### config.mk
export PLATFORM = sky130hd
export DESIGN_NAME = bitmap_block_allocator
export DESIGN_NICKNAME = d
export VERILOG_FILES = /design/src/hdl/bba_pkg.sv /design/src/hdl/bba_mark_ram.sv /design/src/hdl/bba_report.sv /design/src/hdl/bba_seq.sv /design/src/hdl/bitmap_block_allocator.sv
export VERILOG_INCLUDE_DIRS = /design/src /design/src/hdl
export SDC_FILE = /design/constraint.sdc
export NUM_CORES = 1
export LEC_CHECK = 0
export BUFFER_PORTS_ARGS = -buffer_cell sky130_fd_sc_hd__buf_2
export CAP_MARGIN = 0
export CORE_ASPECT_RATIO = 2
export CORE_MARGIN = 2
export CORE_UTILIZATION = 30
export DETAILED_ROUTE_END_ITERATION = 8
export PLACE_DENSITY = 0.49
export SYNTH_ARGS = -nofsm -noshare
export SYNTH_HDL_FRONTEND = slang
export SYNTH_SLANG_ARGS = --single-unit
### constraint.sdc
create_clock -name clk -period 11 [get_ports clk]
set_clock_uncertainty 0.05 [all_clocks]
set_input_delay 3.3 -clock clk [delete_from_list [all_inputs] [get_ports clk]]
set_output_delay 3.3 -clock clk [all_outputs]
set_load 0.02 [all_outputs]
### src/hdl/bitmap_block_allocator_macros.svh
// Assertion macros for the bitmap block allocator.
`ifndef BITMAP_BLOCK_ALLOCATOR_MACROS_SVH
`define BITMAP_BLOCK_ALLOCATOR_MACROS_SVH

// Same-cycle implication, disabled while reset is low.
`define BBA_ASSERT_IMP(lbl, clk, rstn, ante, cons, msg) \
  lbl: assert property (@(posedge clk) disable iff (!(rstn)) (ante) |-> (cons)) \
    else $error(msg);

// Next-cycle implication, disabled while reset is low.
`define BBA_ASSERT_NXT(lbl, clk, rstn, ante, cons, msg) \
  lbl: assert property (@(posedge clk) disable iff (!(rstn)) (ante) |=> (cons)) \
    else $error(msg);

`endif

### src/hdl/bba_pkg.sv
// Types and constants shared by the bitmap block allocator modules.
`timescale 1ns / 1ps
package bba_pkg;

  localparam int CFG_W   = 9;
  localparam int REQ_W   = 16;
  localparam int START_W = 8;
  localparam int BYTES_W = 15;
  localparam int MARK_W  = 2;

  localparam logic [BYTES_W-1:0] BYTES_SAT = 15'h7fff;

  typedef enum logic [MARK_W-1:0] {
    MK_FREE   = 2'd0,
    MK_USED   = 2'd1,
    MK_BORDER = 2'd2
  } bba_mark_t;

  typedef enum logic [1:0] {
    ST_OK      = 2'd0,
    ST_NOSPACE = 2'd1,
    ST_ZERO    = 2'd2,
    ST_IGNORED = 2'd3
  } bba_status_t;

  localparam logic OP_ALLOC   = 1'b0;
  localparam logic OP_RELEASE = 1'b1;

  typedef struct packed {
    logic               vld;
    bba_status_t        status;
    logic [START_W-1:0] start_block;
  } bba_done_t;

  typedef struct packed {
    bba_status_t        status;
    logic [START_W-1:0] start_block;
    logic [BYTES_W-1:0] used_bytes;
    logic [BYTES_W-1:0] free_bytes;
  } bba_result_t;

endpackage

### src/hdl/bba_mark_ram.sv
// Block mark store: one write port, one registered read port.
`timescale 1ns / 1ps
module bba_mark_ram #(
  parameter int DEPTH = 256,
  parameter int AW    = 8,
  parameter int DW    = 2
) (
  input  logic          clk,
  input  logic          rd_en,
  input  logic [AW-1:0] rd_addr,
  output logic [DW-1:0] rd_data,
  input  logic          wr_en,
  input  logic [AW-1:0] wr_addr,
  input  logic [DW-1:0] wr_data
);

  logic [DW-1:0] mem [DEPTH];
  logic [DW-1:0] rd_data_r;

  always_ff @(posedge clk) begin
    if (wr_en) begin
      mem[wr_addr] <= wr_data;
    end
  end

  always_ff @(posedge clk) begin
    if (rd_en) begin
      rd_data_r <= mem[rd_addr];
    end
  end

  assign rd_data = rd_data_r;

endmodule

### src/hdl/bba_report.sv
// Result formatting: byte totals from the block counts, registered strobe.
`timescale 1ns / 1ps
module bba_report #(
  parameter int BLOCK_BYTES = 64,
  parameter int CW          = 9
) (
  input  logic                 clk,
  input  logic                 rst_n,
  input  bba_pkg::bba_done_t   done,
  input  logic [CW-1:0]        used_count,
  input  logic [CW-1:0]        n_eff,
  output bba_pkg::bba_result_t result,
  output logic                 result_vld
);
  import bba_pkg::*;

  logic [31:0]        used_prod;
  logic [31:0]        free_prod;
  logic [CW-1:0]      spare_blks;
  bba_result_t        result_r, result_nxt;
  logic               vld_r;

  assign spare_blks = (n_eff > used_count) ? (n_eff - used_count) : '0;
  assign used_prod  = 32'(used_count) * 32'(BLOCK_BYTES);
  assign free_prod  = 32'(spare_blks) * 32'(BLOCK_BYTES);

  always_comb begin
    result_nxt.status      = done.status;
    result_nxt.start_block = done.start_block;
    result_nxt.used_bytes  = (used_prod > 32'(BYTES_SAT)) ? BYTES_SAT : used_prod[BYTES_W-1:0];
    result_nxt.free_bytes  = (free_prod > 32'(BYTES_SAT)) ? BYTES_SAT : free_prod[BYTES_W-1:0];
  end

  always_ff @(posedge clk) begin
    if (!rst_n) begin
      vld_r <= 1'b0;
    end else begin
      vld_r <= done.vld;
    end
  end

  always_ff @(posedge clk) begin
    if (done.vld) begin
      result_r <= result_nxt;
    end
  end

  assign result     = result_r;
  assign result_vld = vld_r;

endmodule

### src/hdl/bba_seq.sv
// Request sequencer: clearing pass, first-fit scan, run fill and release walk.
`timescale 1ns / 1ps
module bba_seq #(
  parameter int MAX_BLOCKS  = 256,
  parameter int BLOCK_BYTES = 64,
  parameter int AW          = 8,
  parameter int CW          = 9
) (
  input  logic                        clk,
  input  logic                        rst_n,
  input  logic                        start,
  output logic                        busy,
  input  logic                        opcode,
  input  logic [bba_pkg::REQ_W-1:0]   request_bytes,
  input  logic [bba_pkg::REQ_W-1:0]   release_offset,
  input  logic [CW-1:0]               n_eff,
  output logic                        rd_en,
  output logic [AW-1:0]               rd_addr,
  input  logic [bba_pkg::MARK_W-1:0]  rd_data,
  output logic                        wr_en,
  output logic [AW-1:0]               wr_addr,
  output logic [bba_pkg::MARK_W-1:0]  wr_data,
  output logic [CW-1:0]               used_count,
  output bba_pkg::bba_done_t          done
);
  import bba_pkg::*;

  localparam int RBW = $clog2(MAX_BLOCKS * BLOCK_BYTES + 1);

  typedef enum logic [7:0] {
    S_CLEAR  = 8'b0000_0001,
    S_IDLE   = 8'b0000_0010,
    S_SCAN   = 8'b0000_0100,
    S_FILL   = 8'b0000_1000,
    S_LOCATE = 8'b0001_0000,
    S_CHECK  = 8'b0010_0000,
    S_WALK   = 8'b0100_0000,
    S_DONE   = 8'b1000_0000
  } seq_state_t;

  seq_state_t          state_r, state_nxt;
  logic [CW-1:0]       addr_r, addr_nxt;       // scan / fill / locate / walk / clear pointer
  logic [AW-1:0]       eval_addr_r, eval_addr_nxt;
  logic                eval_vld_r, eval_vld_nxt;
  logic [CW-1:0]       run_r, run_nxt;
  logic [RBW-1:0]      runb_r, runb_nxt;
  logic [AW-1:0]       first_r, first_nxt;
  logic [REQ_W-1:0]    base_r, base_nxt;
  logic [CW-1:0]       used_r, used_nxt;
  bba_status_t         status_r, status_nxt;
  logic [START_W-1:0]  start_r, start_nxt;
  logic [REQ_W-1:0]    req_r, req_nxt;
  logic [REQ_W-1:0]    off_r, off_nxt;

  logic [CW-1:0]       run_inc;
  logic [RBW-1:0]      runb_inc;
  logic [CW-1:0]       first_calc;
  logic [CW-1:0]       used_dec;
  logic [REQ_W:0]      block_end;

  assign run_inc    = run_r + CW'(1);
  assign runb_inc   = runb_r + RBW'(BLOCK_BYTES);
  assign first_calc = CW'(eval_addr_r) + CW'(1) - run_inc;
  assign used_dec   = (used_r != '0) ? (used_r - CW'(1)) : used_r;
  assign block_end  = {1'b0, base_r} + (REQ_W+1)'(BLOCK_BYTES);

  always_comb begin
    state_nxt     = state_r;
    addr_nxt      = addr_r;
    eval_addr_nxt = eval_addr_r;
    eval_vld_nxt  = eval_vld_r;
    run_nxt       = run_r;
    runb_nxt      = runb_r;
    first_nxt     = first_r;
    base_nxt      = base_r;
    used_nxt      = used_r;
    status_nxt    = status_r;
    start_nxt     = start_r;
    req_nxt       = req_r;
    off_nxt       = off_r;
    rd_en         = 1'b0;
    rd_addr       = addr_r[AW-1:0];
    wr_en         = 1'b0;
    wr_addr       = addr_r[AW-1:0];
    wr_data       = MK_FREE;

    case (state_r)
      S_CLEAR: begin
        wr_en    = 1'b1;
        addr_nxt = addr_r + CW'(1);
        if (addr_r == CW'(MAX_BLOCKS - 1)) begin
          state_nxt = S_IDLE;
        end
      end

      S_IDLE: begin
        if (start) begin
          req_nxt      = request_bytes;
          off_nxt      = release_offset;
          start_nxt    = '0;
          addr_nxt     = '0;
          eval_vld_nxt = 1'b0;
          run_nxt      = '0;
          runb_nxt     = '0;
          base_nxt     = '0;
          if (opcode == OP_RELEASE) begin
            state_nxt = S_LOCATE;
          end else if (request_bytes == '0) begin
            status_nxt = ST_ZERO;
            state_nxt  = S_DONE;
          end else begin
            state_nxt = S_SCAN;
          end
        end
      end

      S_SCAN: begin
        // one read issued per cycle, previous block evaluated alongside
        eval_vld_nxt = 1'b0;
        if (addr_r < n_eff) begin
          rd_en         = 1'b1;
          eval_addr_nxt = addr_r[AW-1:0];
          eval_vld_nxt  = 1'b1;
          addr_nxt      = addr_r + CW'(1);
        end
        if (eval_vld_r) begin
          if (rd_data == MK_FREE) begin
            run_nxt  = run_inc;
            runb_nxt = runb_inc;
            if (32'(runb_inc) >= 32'(req_r)) begin
              first_nxt     = first_calc[AW-1:0];
              start_nxt     = START_W'(first_calc[AW-1:0]);
              addr_nxt      = first_calc;
              eval_addr_nxt = eval_addr_r;
              state_nxt     = S_FILL;
            end
          end else begin
            run_nxt  = '0;
            runb_nxt = '0;
          end
        end else if (!(addr_r < n_eff)) begin
          status_nxt = ST_NOSPACE;
          state_nxt  = S_DONE;
        end
      end

      S_FILL: begin
        wr_en    = 1'b1;
        wr_data  = (addr_r[AW-1:0] == first_r) ? MK_BORDER : MK_USED;
        addr_nxt = addr_r + CW'(1);
        if (addr_r[AW-1:0] == eval_addr_r) begin
          used_nxt   = used_r + run_r;
          status_nxt = ST_OK;
          state_nxt  = S_DONE;
        end
      end

      S_LOCATE: begin
        // step to the block holding the offset
        if (!(addr_r < n_eff)) begin
          status_nxt = ST_IGNORED;
          state_nxt  = S_DONE;
        end else if ({1'b0, off_r} >= block_end) begin
          addr_nxt = addr_r + CW'(1);
          base_nxt = block_end[REQ_W-1:0];
        end else begin
          rd_en         = 1'b1;
          eval_addr_nxt = addr_r[AW-1:0];
          state_nxt     = S_CHECK;
        end
      end

      S_CHECK: begin
        if (rd_data == MK_BORDER) begin
          wr_en        = 1'b1;
          wr_addr      = eval_addr_r;
          used_nxt     = used_dec;
          addr_nxt     = addr_r + CW'(1);
          eval_vld_nxt = 1'b0;
          state_nxt    = S_WALK;
        end else begin
          status_nxt = ST_IGNORED;
          state_nxt  = S_DONE;
        end
      end

      S_WALK: begin
        eval_vld_nxt = 1'b0;
        if (addr_r < n_eff) begin
          rd_en         = 1'b1;
          eval_addr_nxt = addr_r[AW-1:0];
          eval_vld_nxt  = 1'b1;
          addr_nxt      = addr_r + CW'(1);
        end
        if (eval_vld_r) begin
          if (rd_data == MK_USED) begin
            wr_en    = 1'b1;
            wr_addr  = eval_addr_r;
            used_nxt = used_dec;
          end else begin
            status_nxt = ST_OK;
            state_nxt  = S_DONE;
          end
        end else if (!(addr_r < n_eff)) begin
          status_nxt = ST_OK;
          state_nxt  = S_DONE;
        end
      end

      S_DONE: begin
        state_nxt = S_IDLE;
      end

      default: begin
        state_nxt = S_IDLE;
      end
    endcase
  end

  always_ff @(posedge clk) begin
    if (!rst_n) begin
      state_r    <= S_CLEAR;
      addr_r     <= '0;
      eval_vld_r <= 1'b0;
      used_r     <= '0;
    end else begin
      state_r    <= state_nxt;
      addr_r     <= addr_nxt;
      eval_vld_r <= eval_vld_nxt;
      used_r     <= used_nxt;
    end
  end

  always_ff @(posedge clk) begin
    eval_addr_r <= eval_addr_nxt;
    run_r       <= run_nxt;
    runb_r      <= runb_nxt;
    first_r     <= first_nxt;
    base_r      <= base_nxt;
    status_r    <= status_nxt;
    start_r     <= start_nxt;
    req_r       <= req_nxt;
    off_r       <= off_nxt;
  end

  assign busy             = (state_r != S_IDLE);
  assign used_count       = used_r;
  assign done.vld         = (state_r == S_DONE);
  assign done.status      = status_r;
  assign done.start_block = start_r;

endmodule

### src/hdl/bitmap_block_allocator.sv
// Top level of the first-fit bitmap block allocator.
`timescale 1ns / 1ps
// Usage
//  - Request channel: drive in_opcode (0 allocate, 1 release), in_request_bytes
//    and in_release_offset with start high; the request is taken at the edge
//    where start is high and busy is low. busy stays high until the result.
//  - Result channel: out_valid is high for exactly one cycle with out_status,
//    out_start_block, out_used_bytes and out_free_bytes. The receiver cannot
//    stall; the result must be taken in that cycle.
//  - Configuration: cfg_wr_en with cfg_wr_data sets the block count; write it
//    only while idle. Counts above MAX_BLOCKS are treated as MAX_BLOCKS.
//  - Processing: marks are read through the mark RAM, one mark read per cycle.
//    A zero-size allocate goes straight to the result. An allocate scans first
//    fit up to the end block of the first run that fits, then writes the run;
//    a release steps to the block holding the offset, checks it, then frees the
//    run. One request at a time: the next one can be taken in the cycle the
//    result shows.
//  - Reset: synchronous, active low. After reset a clearing pass writes every
//    mark free, one block a cycle, with busy high; the block
//    count returns to min(256, MAX_BLOCKS) and the used count to zero.
module bitmap_block_allocator #(
  parameter int MAX_BLOCKS  = 256,
  parameter int BLOCK_BYTES = 64
) (
  input  logic                          clk,
  input  logic                          rst_n,
  // request channel
  input  logic                          start,
  output logic                          busy,
  input  logic                          in_opcode,
  input  logic [bba_pkg::REQ_W-1:0]     in_request_bytes,
  input  logic [bba_pkg::REQ_W-1:0]     in_release_offset,
  // result channel
  output logic                          out_valid,
  output logic [1:0]                    out_status,
  output logic [bba_pkg::START_W-1:0]   out_start_block,
  output logic [bba_pkg::BYTES_W-1:0]   out_used_bytes,
  output logic [bba_pkg::BYTES_W-1:0]   out_free_bytes,
  // configuration
  input  logic                          cfg_wr_en,
  input  logic [bba_pkg::CFG_W-1:0]     cfg_wr_data
);
  import bba_pkg::*;

`include "bitmap_block_allocator_macros.svh"

  localparam int AW     = (MAX_BLOCKS > 1) ? $clog2(MAX_BLOCKS) : 1;
  localparam int CW     = $clog2(MAX_BLOCKS + 1);
  localparam int NB_RST = (MAX_BLOCKS < 256) ? MAX_BLOCKS : 256;

  // block count register and its clamp to the RAM depth
  logic [CFG_W-1:0]  cfg_num_blocks_r;
  logic [CW-1:0]     n_eff;

  always_ff @(posedge clk) begin
    if (!rst_n) begin
      cfg_num_blocks_r <= CFG_W'(NB_RST);
    end else if (cfg_wr_en) begin
      cfg_num_blocks_r <= cfg_wr_data;
    end
  end

  assign n_eff = (32'(cfg_num_blocks_r) > 32'(MAX_BLOCKS)) ? CW'(MAX_BLOCKS)
                                                            : CW'(cfg_num_blocks_r);

  // mark RAM ports
  logic               rd_en;
  logic [AW-1:0]      rd_addr;
  logic [MARK_W-1:0]  rd_data;
  logic               wr_en;
  logic [AW-1:0]      wr_addr;
  logic [MARK_W-1:0]  wr_data;

  logic [CW-1:0]      used_count;
  bba_done_t          done;
  bba_result_t        result;

  bba_mark_ram #(
    .DEPTH (MAX_BLOCKS),
    .AW    (AW),
    .DW    (MARK_W)
  ) u_mark_ram (
    .clk     (clk),
    .rd_en   (rd_en),
    .rd_addr (rd_addr),
    .rd_data (rd_data),
    .wr_en   (wr_en),
    .wr_addr (wr_addr),
    .wr_data (wr_data)
  );

  // sequencer: owns the mark traffic and the used block count
  bba_seq #(
    .MAX_BLOCKS  (MAX_BLOCKS),
    .BLOCK_BYTES (BLOCK_BYTES),
    .AW          (AW),
    .CW          (CW)
  ) u_seq (
    .clk            (clk),
    .rst_n          (rst_n),
    .start          (start),
    .busy           (busy),
    .opcode         (in_opcode),
    .request_bytes  (in_request_bytes),
    .release_offset (in_release_offset),
    .n_eff          (n_eff),
    .rd_en          (rd_en),
    .rd_addr        (rd_addr),
    .rd_data        (rd_data),
    .wr_en          (wr_en),
    .wr_addr        (wr_addr),
    .wr_data        (wr_data),
    .used_count     (used_count),
    .done           (done)
  );

  // byte totals and the one-cycle result strobe
  bba_report #(
    .BLOCK_BYTES (BLOCK_BYTES),
    .CW          (CW)
  ) u_report (
    .clk        (clk),
    .rst_n      (rst_n),
    .done       (done),
    .used_count (used_count),
    .n_eff      (n_eff),
    .result     (result),
    .result_vld (out_valid)
  );

  assign out_status      = result.status;
  assign out_start_block = result.start_block;
  assign out_used_bytes  = result.used_bytes;
  assign out_free_bytes  = result.free_bytes;

  // checks
  `BBA_ASSERT_NXT(a_accept_busy, clk, rst_n, start && !busy, busy, "request taken but not busy")
  `BBA_ASSERT_IMP(a_result_idle, clk, rst_n, out_valid, !busy, "result shown while still busy")
  `BBA_ASSERT_NXT(a_result_pulse, clk, rst_n, out_valid, !out_valid, "result held over a cycle")
  `BBA_ASSERT_IMP(a_start_zero, clk, rst_n, out_valid && (out_status != ST_OK) && (out_status != ST_IGNORED), out_start_block == '0, "start block set on failed allocate")

endmodule
==> results.yml <==
route:
  route.antenna.remaining_nets: 0
  routed_wire_length_per_instance_um: 23.9
  post-route-drc-count: 0
  first_iter_violations: 979
  detail_route.first_pass.iterations: 7
  num_vias: 18200
  post_drt_via_cell_ratio: 5.06
  wirelength_mm: 85.6
synthesis:
  largest_cells_by_area_after_synthesis: "edfxtp_1, mux4_2, nor2_1"
  synth_top_flop_cell: "edfxtp_1"
  synth_cell_types: 79
  synth.yosys.seq_area_share: 0.652
  syn-instance-count: 2163
  yosys.area.top_type: "edfxtp_1"
  ys_async_sr_fraction: 0
  synth-edff-count: 634
  synth-seq-cells: 671
  synth_top_area_share: 0.627
  synth_warnings: 0
  synthesis.area_um2: 30400
  syn_area_per_cell_um2: 14.0
run:
  cap_viol_max_count: 0
final_layout:
  area_growth_syn_to_layout_pct: 11.9
  drive_above_1_share: 0.156
  antenna_cells: 0
  num-fill-cells: 9917
  layout.cells.non_filler: 3587
  final_net_count: 2324
worst_hold_path:
  path_class_of_the_lowest_slack_min_delay_path: "flop to flop"
  hold_path_startpoint: "u_seq.start_r[5]"
  min_delay_path_depth: 0
  hold_path_end: "u_report.result[35]"
critical_path:
  worst-endpoint-required_ns: 7.65
  worst-path-max-fanout: 9
  setup.worst_path.end_class: "output port"
  crit_reg_reg_startpoint: "u_seq.state_r[7]"
  critical_path_arrival_ns: 2.10
  setup.worst_path.class: "flop to output port"
  crit_path_max_incr_delay_ns: 0.51
  worst_setup_path_start_kind: "flop"
  worstPathCellList: "nor4b_1 > and3_1 > inv_1 > buf_2"
  reg2reg_setup_slack_ns: 6.11
  r2r_cells: 5
  r2r_end: "u_mark_ram.mem[102][1]"
  critical_path.slowest_cell: "dfxtp_1"
floorplan:
  floorplan.initialDensity: 0.301
  floorplan.rows: 165
  io_pins: 88
  area_of_the_die_um2: 104000
  core_area_um2: 101000
  floorplan.die.height_um: 454
  chipWidth_um: 229
timing:
  final_total_negative_setup_slack_ns: 0
  number_of_hold_violations_in_the_final_report: 0
  slew_headroom: 0.148
  period_needed_ns: 5.45
  grt_setup_unrepaired: "false"
  report.final.setup_viol: 0
  worst-slew-pin-transition_ns: 1.28
  layout_worst_path_cycle_share: 0.495
  maximum_clock_frequency_mhz: 184
  report.final.slew_viol_count: 0
clocking:
  clock_tree.root_cell: "clkbuf_16"
  tritoncts: "done"
  numCtsBuffers: 57
  htreeDepth: 2
  clk_transition_reported_paths_ns: 0.07
  cts.repair.resized: 0
  clock_insertion_delay_worst_skew_ns: 0.64
  post_cts_hold_buffer_count: 0
  post_cts_setup_buffer_count: 0
  max-clock-path-buffers: 3
  numClockSinks: 671
global_routing:
  grt_remaining_overflow: 0
  grt_first_pass_wirelength_mm: 125
  pin_count_of_the_biggest_net_entering_global_routing: 257
  antenna_found_initial: 0
  grt_resource_usage_total: 0.163
  first_global_vias: 19600
pwr:
  static-leakage-power_nw: 10.1
  power-per-cell-area_nw_per_um2: 168
  ir_drop_uv: 129
place:
  dpl.hpwl_mm: 58.8
  portBuffers: 75
  dpl.cell_count: 3481
  placer_s_final_routability_congestion_estimate: 0.906
outcome:
  outcome: "completed"
==> critical path: cells and delay by family (launching register included) <==
family        cells  cell delay (ns)
flops             1             0.51
simple gates      2             0.71
buf+inv           2             0.24
==> per-stage QoR <==
step	area, µm²	setup WS (ns)	utilization	power, mW	hold slack (ns)
final	34000	5.55	0.337	5.71	0.378
after CTS	34000	5.54	0.337	5.78	0.378
after global placement	32100	5.52	0.319	3.70	0.359
after floorplan	30400	0.904	-	3.46	0.350
after detailed placement	32100	5.43	0.319	3.72	0.356
after global routing	34000	5.45	0.337	5.91	0.379
==> power by group <==
part	total [mW]	internal [mW]	switching [mW]	leakage, nW
registers	2.87	2.79	0.0770	5.47
logic	0.779	0.291	0.488	3.69
clock network	2.07	1.11	0.957	0.899
==> kinds of logic (layout without fill, tap and decap cells) <==
| kind of cell | count (synthesis) | in the layout | synth area share |
|---|---|---|---|
| other | 1 | 12 | 0.000124 |
| buffers and inverters | 194 | 271 | 0.0279 |
| xor gates and xnor gates | 65 | 65 | 0.0188 |
| and+or+nand+nor | 704 | 704 | 0.109 |
| adders and majority gates | 74 | 74 | 0.0312 |
| DFF | 671 | 671 | 0.652 |
| muxes | 178 | 178 | 0.0985 |
| AOI/OAI and AO/OA | 276 | 276 | 0.0628 |
==> final cells by class <==
type / count / area [µm²] / share of cell area
flip-flops and latches: 671 / 19800 / 0.583
multi-input cells: 1309 / 9810 / 0.289
well taps: 1336 / 1670 / 0.0492
clock buffers: 64 / 1460 / 0.0431
repair buffers: 101 / 583 / 0.0172
clock inverters: 42 / 412 / 0.0121
inverters: 64 / 240 / 0.00707
==> layout by cell type, fill, tap and decap left out, types with 12 or more instances in the layout <==
cell / synthesis / routed
edfxtp_1: 634 / 634
nor2_1: 353 / 352
nand2_1: 111 / 111
mux4_2: 96 / 96
mux2i_1: 78 / 78
buf_2: 42 / 75
ha_1: 71 / 71
a21oi_1: 63 / 62
inv_1: 60 / 60
clkbuf_16: 0 / 57
nand3_1: 49 / 49
o21ai_0: 42 / 42
xor2_1: 37 / 37
dfxtp_1: 37 / 35
and2_1: 29 / 29
xnor2_1: 28 / 28
o22ai_1: 28 / 28
buf_4: 14 / 25
nand4_1: 24 / 24
nor3_1: 22 / 21
a22oi_1: 21 / 21
nand3_2: 18 / 18
nor4_1: 15 / 14
o221ai_1: 13 / 13
conb_1: 1 / 12
==> layer usage <==
| layer | vias up | GRT usage | part of all wire |
|---|---|---|---|
| li1 | 8264 | - | - |
| met1 | 9199 | 0.153 | 0.33 |
| met2 | 502 | 0.326 | 0.57 |
| met3 | 198 | 0.0200 | 0.035 |
| met4 | 0 | 0.103 | 0.069 |
| met5 | - | 0 | 0 |
==> registers in the layout, summed over array words and instances (netlist names), 8 cells and up <==
signal             cells
cfg_num_blocks_r       9
u_mark_ram.mem       512
u_report.result       28
u_seq.addr_r           9
u_seq.base_r          10
u_seq.eval_addr_r      8
u_seq.first_r          8
u_seq.off_r           16
u_seq.req_r           16
u_seq.run_r            9
u_seq.runb_r          15
u_seq.start_r          8
u_seq.state_r          8
u_seq.used_count       9
==> Yosys cell counts (29+ instances only) <==
cell type  number
edfxtp_1      634
nor2_1        353
nand2_1       111
mux4_2         96
mux2i_1        78
ha_1           71
a21oi_1        63
clkbuf_1       62
inv_1          60
nand3_1        49
buf_2          42
o21ai_0        42
dfxtp_1        37
xor2_1         37
and2_1         29
==> how the worst max path moves through the flow <==
stage / startpoint / to / depth (start not counted)
after global routing: u_seq.state_r[1] / busy / 4
after CTS: u_seq.state_r[1] / busy / 4
after global placement: in_request_bytes[2] / u_seq.status_r[0] / 6
after detailed placement: in_request_bytes[2] / u_seq.status_r[1] / 6
final: u_seq.state_r[1] / busy / 4
after floorplan: u_seq.addr_r[1] / u_mark_ram.mem[0][0] / 6
Power figures use the tool's default switching activity.
